===== src/sv/dtlv_pkg.sv =====
// ----------------------------------------------------------------------------
// dtlv_pkg
// Types and constants shared by the DER TLV header parser and its channels.
// ----------------------------------------------------------------------------
package dtlv_pkg;

  localparam int unsigned MAX_LENGTH_OCTETS = 4;
  localparam int unsigned MAX_TAG_GROUPS    = 5;
  localparam logic [4:0]  TAG_LONG_FORM     = 5'h1F;

  typedef enum logic [2:0] {
    PH_IDENT     = 3'd0,
    PH_TAG       = 3'd1,
    PH_LEN_FIRST = 3'd2,
    PH_LEN_MORE  = 3'd3,
    PH_VALUE     = 3'd4
  } phase_t;

  typedef enum logic [1:0] {
    KIND_HDR = 2'd0,
    KIND_VAL = 2'd1,
    KIND_ERR = 2'd2
  } kind_t;

  typedef struct packed {
    phase_t      phase;
    logic [31:0] tag_acc;
    logic [2:0]  tag_grp;
    logic [31:0] len_acc;
    logic [2:0]  len_left;
    logic [3:0]  hdr_cnt;
    logic [31:0] val_left;
  } parse_state_t;

  typedef struct packed {
    kind_t       kind;
    logic [31:0] tag_number;
    logic [31:0] value_length;
    logic [3:0]  header_bytes;
    logic [7:0]  value_byte;
    logic        last_of_object;
  } result_t;

endpackage


===== src/sv/dtlv_parse.sv =====
// ----------------------------------------------------------------------------
// dtlv_parse
// Per-byte next-state and result logic of the TLV parser (combinational).
// ----------------------------------------------------------------------------
module dtlv_parse
  import dtlv_pkg::*;
(
  input  parse_state_t st,
  input  logic [7:0]   data_byte,
  input  logic         start_of_message,
  output parse_state_t st_nxt,
  output logic         has_res,
  output result_t      res
);

  phase_t      ph;
  logic [3:0]  hc_inc;
  logic        do_hdr;
  logic        do_err;
  logic [31:0] hdr_len;
  logic [31:0] len_shift;
  logic [2:0]  left_dec;
  logic [31:0] val_dec;

  always_comb begin
    st_nxt    = st;
    has_res   = 1'b0;
    res       = '0;
    do_hdr    = 1'b0;
    do_err    = 1'b0;
    hdr_len   = '0;
    ph        = start_of_message ? PH_IDENT : st.phase;
    hc_inc    = st.hdr_cnt + 4'd1;
    len_shift = {st.len_acc[23:0], data_byte};
    left_dec  = st.len_left - 3'd1;
    val_dec   = st.val_left - 32'd1;

    unique case (ph)
      PH_IDENT: begin
        st_nxt.hdr_cnt  = 4'd1;
        st_nxt.tag_grp  = '0;
        st_nxt.len_acc  = '0;
        st_nxt.len_left = '0;
        if (data_byte[4:0] != TAG_LONG_FORM) begin
          st_nxt.tag_acc = {27'd0, data_byte[4:0]};
          st_nxt.phase   = PH_LEN_FIRST;
        end else begin
          st_nxt.tag_acc = '0;
          st_nxt.phase   = PH_TAG;
        end
      end
      PH_TAG: begin
        st_nxt.hdr_cnt = hc_inc;
        // reject a sixth group or one that would overflow 32 bits
        if (st.tag_grp >= 3'(MAX_TAG_GROUPS) || st.tag_acc[31:25] != '0) begin
          do_err = 1'b1;
        end else begin
          st_nxt.tag_acc = {st.tag_acc[24:0], data_byte[6:0]};
          st_nxt.tag_grp = st.tag_grp + 3'd1;
          if (!data_byte[7]) begin
            st_nxt.phase = PH_LEN_FIRST;
          end
        end
      end
      PH_LEN_FIRST: begin
        st_nxt.hdr_cnt = hc_inc;
        if (!data_byte[7]) begin
          do_hdr  = 1'b1;
          hdr_len = {25'd0, data_byte[6:0]};
        end else if (data_byte[6:0] == '0) begin
          do_hdr  = 1'b1;
        end else if (data_byte[6:0] > 7'(MAX_LENGTH_OCTETS)) begin
          do_err = 1'b1;
        end else begin
          st_nxt.len_left = data_byte[2:0];
          st_nxt.len_acc  = '0;
          st_nxt.phase    = PH_LEN_MORE;
        end
      end
      PH_LEN_MORE: begin
        st_nxt.hdr_cnt  = hc_inc;
        st_nxt.len_acc  = len_shift;
        st_nxt.len_left = left_dec;
        if (left_dec == '0) begin
          do_hdr  = 1'b1;
          hdr_len = len_shift;
        end
      end
      PH_VALUE: begin
        st_nxt.val_left    = val_dec;
        has_res            = 1'b1;
        res.kind           = KIND_VAL;
        res.value_byte     = data_byte;
        res.last_of_object = (val_dec == '0);
        if (val_dec == '0) begin
          st_nxt.phase = PH_IDENT;
        end
      end
      default: begin
        st_nxt.phase = PH_IDENT;
      end
    endcase

    if (do_err) begin
      has_res            = 1'b1;
      res.kind           = KIND_ERR;
      res.header_bytes   = hc_inc;
      res.last_of_object = 1'b1;
      st_nxt.phase       = PH_IDENT;
      st_nxt.hdr_cnt     = '0;
    end

    if (do_hdr) begin
      has_res            = 1'b1;
      res.kind           = KIND_HDR;
      res.tag_number     = st.tag_acc;
      res.value_length   = hdr_len;
      res.header_bytes   = hc_inc;
      res.last_of_object = (hdr_len == '0);
      st_nxt.len_acc     = hdr_len;
      st_nxt.val_left    = hdr_len;
      st_nxt.phase       = (hdr_len == '0) ? PH_IDENT : PH_VALUE;
      st_nxt.hdr_cnt     = '0;
    end
  end

endmodule


===== config.mk =====
export PLATFORM = sky130hd
export DESIGN_NAME = dtlv_parse
export DESIGN_NICKNAME = d
export VERILOG_FILES = /design/src/sv/dtlv_pkg.sv /design/src/sv/dtlv_parse.sv
export SDC_FILE = /design/constraint.sdc
export NUM_CORES = 1
export LEC_CHECK = 0
export ABC_CLOCK_PERIOD_IN_PS = 5200
export BUFFER_PORTS_ARGS = -buffer_cell sky130_fd_sc_hd__buf_4
export CAP_MARGIN = 15
export CELL_PAD_IN_SITES_DETAIL_PLACEMENT = 1
export CELL_PAD_IN_SITES_GLOBAL_PLACEMENT = 1
export CORE_MARGIN = 4
export CORE_UTILIZATION = 26
export DETAILED_ROUTE_END_ITERATION = 10
export GPL_TIMING_DRIVEN = 0
export PLACE_DENSITY_LB_ADDON = 0.1
export SYNTH_ARGS = -nofsm -noshare
export SYNTH_HDL_FRONTEND = slang
export SYNTH_SLANG_ARGS = --single-unit

===== constraint.sdc =====
create_clock -name vclk -period 5.2
set_input_delay 0.26 -clock vclk [all_inputs]
set_output_delay 0.26 -clock vclk [all_outputs]
set_load 0.01 [all_outputs]

# After elaboration in Yosys (flattened, before gate mapping)
# Index checks and enable logic that the tools add are counted.
[classes]
mul = 0
reduce_logical = 8
shifts = 0
eq_ne = 5
div = 0
bitwise_logic = 0
add_sub_neg = 4
magnitude_cmp = 2
n_mux = 44
[ops]
columns = ["cell", "n"]
rows = [
  ["two-way mux 35 bit", 3],
  ["case mux 35 bit (3 select lines)", 1],
  ["two-way mux 32 bit", 3],
  ["two-way mux 70 bit", 1],
  ["case mux 35 bit (2 select lines)", 1],
  ["zero test 32 bit", 2],
  ["case mux 32 bit (2 select lines)", 1],
  ["two-way mux 38 bit", 1],
  ["two-way mux 36 bit", 1],
  ["two-way mux 34 bit", 1],
  ["subtractor 32 x 1 -> 32 bit, second input constant", 1],
  ["two-way mux 3 bit", 9],
  ["case mux 3 bit (5 select lines)", 1],
  ["two-way mux 1 bit", 13],
  ["two-way mux 9 bit", 1],
  ["two-way mux 4 bit", 2],
  ["case mux 4 bit (2 select lines)", 1],
  ["> comparator 7 x 3 -> 1 bit, second input constant", 1],
  ["zero test 7 bit", 1],
  ["two-way mux 7 bit", 1],
  ["nonzero test 7 bit", 1],
  ["equality test 3 x 2 -> 1 bit, second input constant", 2],
  ["zero test 3 bit", 2],
  ["!= test 5 bit, second input constant", 1],
  ["other kinds (10)", 11],
]
[word_totals]
mem_count = 0
ff_bits = 0
romBits = 0
wordCells = 63
ramBits = 0
latchBits = 0
input_bits = 118
output_inout_bits = 189

# Logic depth before layout (Yosys ltp)
# Gate-level depths: netlist (run 1).
[depth]
depth_word = 7
depth_mapped = 10
ltp_nobuf = 8

# Worst setup path after synthesis (run 1)
# No wires, ideal clock.
[synth_path]
kind = "input to output"
startpoint = "in st[1] (netlist bit)"
endpoint = "out res[0] (netlist bit)"
path_buffers = 0
slack_ns = 2.821
arrival_time_ns = 2.119
cell_stages = 8
path_cell_list = "inv_1 ha_1 or3b_2 a21oi_1 and4b_1 nand4_1 or4_4 o31ai_2"
[synth_rtl]
columns = ["item", "line_no", "source"]
rows = [
  ["start: declaration", "dtlv_parse.sv:8", "input parse_state_t st,"],
  ["end: declaration", "dtlv_parse.sv:13", "output result_t res"],
]

==> metrics.cfg, run 1 <==
[sta]
worst_slew_pin_slew_ps = 671
post-route-period-util_pct = 58.4
rsz0062_at_grt = no
min_period_ps = 3040
setup_viol = 0
tns_ps = 0
finalMaxSlewViolations = 0
final-hold-violation-count = 0
max_freq_mhz = 329
relSlewSlack_pct = 54.9
layout_setup_ws_ps = 2160

[power_and_ir_drop]
finalPower_uw = 446
ir_drop_v = 0.0000317
powerDensity_nw_per_um2 = 78.4
p_leak_uw = 0.00284

[cells_and_area]
finish.instance_area_um2 = 5680
seq_cell_count = 0
drive_above_1_share_pct = 41.1
nClkBuffers = 0
regArea_um2 = 0
antenna_cells = 0
final_cell_mix = buf_4 (300), nor2_1 (59), nor2b_1 (38), and2_1 (37), a22oi_1 (34)
syn_to_final_growth_pct = 75.6
nFillCells = 1650
final_common_cell = buf_4
finalNetCount = 939

[setup_path]
path_class = in -> out
cp_data_required_time_ps = 4940
cp-end-kind = output port
critPathArrivalTime_ps = 2780
crit_fanout = 7
startpoint_type = input pin

[yosys]
synth_warnings = 0
yosysUniqueCellTypes = 62
synth_mux_area_share_pct = 0.309
synth_top_family_by_area = simple AND/OR/NAND/NOR gates
synth_xor_area_share_pct = 10.3
synth_fa_ha_area_share_pct = 2.71
syn-instance-count = 514
syn_avg_cell_area_um2 = 6.29
synth_compound_area_share_pct = 33.4
yosys.area_share.simple_pct = 45.9
synth_seq_area_share_pct = 0
syn_area_um2 = 3240
syn_nets = 639

[clock_network]
cts_setup_buffers = 0
postCtsResizedCells = 0
cts_hold_buf = 0

[floorplanning]
initial_core_util_pct = 26.7
core.rowCount = 40
die_w_um = 120
ioPinCount = 307
die_height_um = 120
core_um2 = 12100
die_area_um2 = 14300

[status]
status = complete, no violations

[drt]
drtAntennaViolNets = 0
avgRoutedWirePerCell_um = 22.2
drt_iter0_markers = 263
firstDrtPassIters = 5
vias = 5298
wirelength_mm = 21.7
drcViolationCount = 0
via_per_inst = 5.41

[placed_design]
placed_area_um2 = 5680
place.port_buffers = 298
dp_hpwl_mm = 18.6
pre_cts_ws_ps = 2150
gp_congestion = 0.879

[grt]
grt-ovfl-total = 0
grt_pass1_wl_mm = 32.3
grt_max_degree = 11
grt.total_usage_pct = 28.0
grt_pass1_vias = 5329
grt_antenna_before_repair = 0

[hold_path]
hold_start = st[32]
hold_path_end = res[9]
hp-class = in -> out
hold_depth = 3

[flow_run]
max_cap_violations = 0

## synthesized netlist by cell type (7+ instances only)
cell	n	area [um^2]
nand3_1	10	50.1
a21o_1	23	173
xnor2_1	17	149
a21oi_1	9	45.0
or3_1	7	43.8
o21ai_0	28	140
ha_1	7	87.6
xor2_1	21	184
nor4_1	22	138
nand4_1	7	43.8
a22oi_1	34	255
a22o_1	32	280
nor3_1	18	90.1
clkbuf_1	24	90.1
nor2_1	59	221
nand2_1	31	116
nor2b_1	38	238
and2_1	37	231
inv_1	15	56.3
buf_2	14	70.1
## critical path, cell delays in order
cell and delay (ps):
buf_4 130, inv_1 80, ha_1 270, nor4b_4 400, nand4_2 270, o21ai_1 220
o211ai_1 140, or4_4 510, o31ai_2 320, buf_4 180
## worst max-delay path by stage
stage	end	depth (start not counted)	from	slack, ps
floorplan	res[0]	8	st[1]	2820
global placement	res[0]	10	st[1]	2190
detailed placement	res[0]	10	st[1]	2150
CTS	res[0]	10	st[1]	2150
global route	res[0]	10	st[1]	1950
finish	res[0]	10	st[1]	2160
## cell type report
cell class                      count  area, um^2  share of cell area (%)
Inverter                           16        60.1                    1.06
Timing Repair Buffer              298        2240                    39.4
Buffer                             41         179                    3.15
Multi-Input combinational cell    457        3000                    52.7
Tap cell                          168         210                    3.70
## layer usage
layer  up-vias  track usage, %  wire, um
met3        20            4.19      1380
met2       218            51.2     11000
li1       2474               -         -
met4         0            4.72       380
met5         -               0         0
met1      2586            35.2      8960
## power breakdown
group	switching (uW)	total (uW)	internal, uW	leakage, uW
logic	233	446	213	0.00284
registers	0	0	0	0
clock network	0	0	0	0
## per-stage QoR
step / hold slack [ps] / instances / utilization [%]
2_1_floorplan: 568 / 514 / -
3_3_place_gp: 807 / 980 / 46.9
3_5_place_dp: 806 / 980 / 46.9
4_1_cts: 808 / 980 / 46.9
5_1_grt: 823 / 980 / 46.9
6_report: 807 / 980 / 46.9
## cells by family after synthesis
group	count (synthesis)
compound gates	148
xor+xnor	38
fa+ha+maj	7
buf+inv	57
mux	1
simple gates	263
Power figures use the tool's default switching activity.
==> run 2, diff against run 1 <==
Settings changed: ABC_CLOCK_PERIOD_IN_PS 5200 to 2450, CORE_UTILIZATION 26 to 21.
Clock period 5.2 ns to 2.45 ns, I/O delays scaled along.
==> metrics.cfg, run 2 (synthesis gave the netlist of run 1 again) <==
[setup_path]
critPathArrivalTime_ps = 2310  ; was 2780 ps
cp_data_required_time_ps = 2330  ; was 4940 ps
startpoint_type = input pin  ; unchanged
crit_fanout = 6  ; was 7
cp-end-kind = output port  ; unchanged
path_class = in -> out  ; unchanged

[floorplanning]
core.rowCount = 45  ; was 40
core_um2 = 15100  ; was 12100 um^2
initial_core_util_pct = 21.4  ; was 26.7%
die_area_um2 = 17500  ; was 14300 um^2
die_w_um = 132  ; was 120 um
die_height_um = 132  ; was 120 um
ioPinCount = 307  ; unchanged

[drt]
firstDrtPassIters = 4  ; was 5
avgRoutedWirePerCell_um = 22.4  ; was 22.2 um
vias = 5246  ; was 5298
drcViolationCount = 0  ; unchanged
drt_iter0_markers = 244  ; was 263
via_per_inst = 5.23  ; was 5.41
wirelength_mm = 22.5  ; was 21.7 mm
drtAntennaViolNets = 0  ; unchanged

[grt]
grt.total_usage_pct = 23.4  ; was 28.0%
grt_antenna_before_repair = 0  ; unchanged
gr-usage-met2_pct = 44.1  ; was 51.2%
grt_pass1_wl_mm = 33.0  ; was 32.3 mm
grt-ovfl-total = 0  ; unchanged
grt_busiest_layer = met2  ; unchanged
grt_max_degree = 11  ; unchanged
grt_pass1_vias = 5303  ; was 5329
grt_use_met1_pct = 29.3  ; was 35.2%
use_met3_pct = 3.55  ; was 4.19%

[cells_and_area]
seq_cell_count = 0  ; unchanged
final_common_cell = buf_4  ; unchanged
antenna_cells = 0  ; unchanged
finish.instance_area_um2 = 5910  ; was 5680 um^2
drive_above_1_share_pct = 44.3  ; was 41.1%
post-route-util_pct = 39.0  ; was 46.9%
nClkBuffers = 0  ; unchanged
finalNetCount = 942  ; was 939
regArea_um2 = 0  ; unchanged
syn_to_final_growth_pct = 82.7  ; was 75.6%
final_cell_mix = buf_4 (303), nor2_1 (57), nor2b_1 (38), and2_1 (37), a22oi_1 (34)  ; was buf_4 (300), nor2_1 (59), nor2b_1 (38), and2_1 (37), a22oi_1 (34)
stdcell_count = 1003  ; was 980

[placed_design]
placed_area_um2 = 5710  ; was 5680 um^2
gp_congestion = 0.866  ; was 0.879
place.port_buffers = 298  ; unchanged
dp_hpwl_mm = 19.1  ; was 18.6 mm
dp_cells = 1000  ; was 980

[sta]
whs_ps = 537  ; was 807 ps
rsz0062_at_grt = yes  ; was no
min_period_ps = 2430
setup_viol = 0  ; unchanged
post-route-period-util_pct = 99.2
finalMaxSlewViolations = 0  ; unchanged
max_freq_mhz = 412
tns_ps = 0  ; unchanged
worst_slew_pin_slew_ps = 672  ; was 671 ps
relSlewSlack_pct = 54.8  ; was 54.9%
final-hold-violation-count = 0  ; unchanged

[flow_run]
max_cap_violations = 0  ; unchanged

[hold_path]
hp-class = in -> out  ; unchanged
hold_depth = 3  ; unchanged

[power_and_ir_drop]
ir_drop_v = 0.0000543  ; was 0.0000317 V
p_leak_uw = 0.00291  ; was 0.00284 uW
powerDensity_nw_per_um2 = 165  ; was 78.4 nW/um^2

[status]
status = complete, no violations  ; unchanged

[clock_network]
cts_hold_buf = 0  ; unchanged

run 2: what timing repair did:
| item | 4_1_cts | 5_1_grt |
|---|---|---|
| gates cloned | 0 | 0 |
| resized for setup | 8 | 32 |
| hold endpoints to repair | 0 | 0 |
| setup buffers | 2 | 2 |
| endpoints found under the setup margin | 14 | 94 |
| pin swaps | 1 | 2 |
run 2: layout make-up:
type               count  area (um^2)
plain buffers         40          186
fillers             1936         9240
multi-input cells    457         3160
repair buffers       302         2270
well taps            188          235
inverters             16         60.1
run 2: power breakdown:
group	internal [uW]	switching, uW
sequential	0	0
combinational	462	511
clock	0	0
total	462	511
run 2: final timing paths:
check  slack, ps   start  endpoint
max           20   st[1]    res[0]
min          540  st[32]    res[9]
run 2: per-stage QoR:
step	worst slack (ps)	power, uW
5_1_grt	-94.1	1040
2_1_floorplan	346	384
6_report	20.0	973
4_1_cts	-47.9	957
3_3_place_gp	-202	937
3_5_place_dp	-196	948
run 2: critical path, stage by stage:
cell and delay [ps]:
buf_4 140, inv_2 70, ha_2 180, or4b_4 470
nor4_4 140, and4b_1 230, nand4_1 110, or4_4 460
o31ai_4 230, buf_6 140
run 2: metal layers:
layer | vias up | share of wire, %
met4 | 0 | 0.69
li1 | 2475 | -
met2 | 180 | 52
met3 | 10 | 5.8
met1 | 2581 | 41
met5 | - | 0
==> run 3, diff against run 2 <==
Settings changed: ABC_CLOCK_PERIOD_IN_PS 2450 to 2800, CORE_UTILIZATION 21 to 26.
Clock period 2.45 ns to 2.8 ns, I/O delays scaled along.
==> metrics.cfg, run 3 (synthesis gave the netlist of run 1 again) <==
[placed_design]
gp_congestion = 0.879  ; was 0.866
dp_hpwl_mm = 18.6  ; was 19.1 mm
pre_cts_ws_ps = -13.3  ; was -196 ps
placed_area_um2 = 5680  ; was 5710 um^2
place.port_buffers = 298  ; unchanged

[sta]
max_freq_mhz = 377
finalMaxSlewViolations = 0  ; unchanged
worst_slew_pin_slew_ps = 675  ; was 672 ps
layout_setup_ws_ps = 147  ; was 20.0 ps
post-route-period-util_pct = 94.7
min_period_ps = 2650
rsz0062_at_grt = no  ; was yes
setup_viol = 0  ; unchanged
tns_ps = 0  ; unchanged
relSlewSlack_pct = 55.0  ; was 54.8%
whs_ps = 567  ; was 537 ps
final-hold-violation-count = 0  ; unchanged

[setup_path]
critPathArrivalTime_ps = 2510  ; was 2310 ps
cp_data_required_time_ps = 2660  ; was 2330 ps
worstPathCellList = buf_4 -> inv_1 -> ha_4 -> nor4b_4 -> buf_4 -> a31oi_1 -> o41ai_2 -> o311ai_1 -> or4_4 -> o31ai_4 -> buf_4  ; was buf_4 -> inv_2 -> ha_2 -> or4b_4 -> nor4_4 -> and4b_1 -> nand4_1 -> or4_4 -> o31ai_4 -> buf_6
cp_top_family = simple AND/OR/NAND/NOR gates  ; unchanged
cp-end-kind = output port  ; unchanged
worst-path-buf-inv = 4  ; was 3
critPathSlowestCell = or4_4  ; was or4b_4
cpPeakStageDelay_ps = 580  ; was 470 ps
path_class = in -> out  ; unchanged
crit_fanout = 7  ; was 6
startpoint_type = input pin  ; unchanged
cp_common_cell = buf_4

[floorplanning]
die_w_um = 120  ; was 132 um
ioPinCount = 307  ; unchanged
core_um2 = 12100  ; was 15100 um^2
die_area_um2 = 14300  ; was 17500 um^2
die_height_um = 120  ; was 132 um
initial_core_util_pct = 26.7  ; was 21.4%
core.rowCount = 40  ; was 45

[drt]
avgRoutedWirePerCell_um = 22.3  ; was 22.4 um
wirelength_mm = 21.8  ; was 22.5 mm
drcViolationCount = 0  ; unchanged
via_per_inst = 5.42  ; was 5.23
drtAntennaViolNets = 0  ; unchanged
firstDrtPassIters = 5  ; was 4
vias = 5321  ; was 5246
drt_iter0_markers = 259  ; was 244

[power_and_ir_drop]
ir_drop_v = 0.0000618  ; was 0.0000543 V
p_leak_uw = 0.00285  ; was 0.00291 uW
finalPower_uw = 833  ; was 973 uW
powerDensity_nw_per_um2 = 145  ; was 165 nW/um^2

[hold_path]
hp-class = in -> out  ; unchanged

[cells_and_area]
finalNetCount = 940  ; was 942
antenna_cells = 0  ; unchanged
nFillCells = 1645  ; was 1936
multi_input_area_um2 = 3030  ; was 3160 um^2
seq_cell_count = 0  ; unchanged
final_cell_mix = buf_4 (301), nor2_1 (59), nor2b_1 (38), and2_1 (37), a22oi_1 (34)  ; was buf_4 (303), nor2_1 (57), nor2b_1 (38), and2_1 (37), a22oi_1 (34)
final_common_cell = buf_4  ; unchanged
finish.instance_area_um2 = 5730  ; was 5910 um^2
regArea_um2 = 0  ; unchanged
nClkBuffers = 0  ; unchanged
drive_above_1_share_pct = 41.5  ; was 44.3%
syn_to_final_growth_pct = 77.0  ; was 82.7%

[grt]
grt-ovfl-total = 0  ; unchanged
grt_pass1_vias = 5345  ; was 5303
grt_pass1_wl_mm = 32.4  ; was 33.0 mm
grt.total_usage_pct = 28.1  ; was 23.4%
grt_antenna_before_repair = 0  ; unchanged
grt_max_degree = 11  ; unchanged

[flow_run]
max_cap_violations = 0  ; unchanged

[status]
status = complete, no violations  ; unchanged

[run 3: cell types whose count changed in the layout (fill, tap and decap cells not counted), sizes merged]
cell    change
clkbuf      -3
buf         +1
[run 3: tightest hold or removal path: stages]
cell and delay (ps):
buf_4 110, nor2_1 50, buf_4 130
[run 3: power breakdown]
group,switching [uW],internal [uW],leakage (uW)
Sequential,0,0,0
Clock,0,0,0
Combinational,436,397,0.00285
Total,436,397,0.00285
[run 3: timing repair]
item | in CTS | in global routing
setup endpoints to repair | 1 | 2
buffers inserted | 1 | 0
pin swaps | 0 | 1
hold buffers | 0 | 0
cloned | 0 | 0
resized for setup | 0 | 5
[run 3: path summary, 6_finish.rpt]
check    from  cells after the start  slack (ps)  endpoint
min    st[32]                      3         570    res[9]
max     st[1]                     11         150    res[0]
[run 3: final cells by class]
| cell class | count | share of cell area, % |
|---|---|---|
| repair buffers | 299 | 39.2 |
| inverters | 16 | 1.05 |
| well taps | 168 | 3.67 |
| multi-input cells | 457 | 53.0 |
| plain buffers | 41 | 3.12 |
[run 3: through the flow]
step	instances	util, %
detailed placement	980	46.9
floorplan	514	-
global placement	980	46.9
CTS	981	47.0
finish	981	47.3
global route	981	47.3
[run 3: metal layers]
metal	track usage, %	share of wire, %	vias to the layer above	wire [um]
met3	4.38	6.7	22	1470
met1	35.2	41	2597	8910
met4	5.01	1.9	0	410
met2	51.3	51	230	11100
li1	-	-	2472	-
met5	0	0	-	0
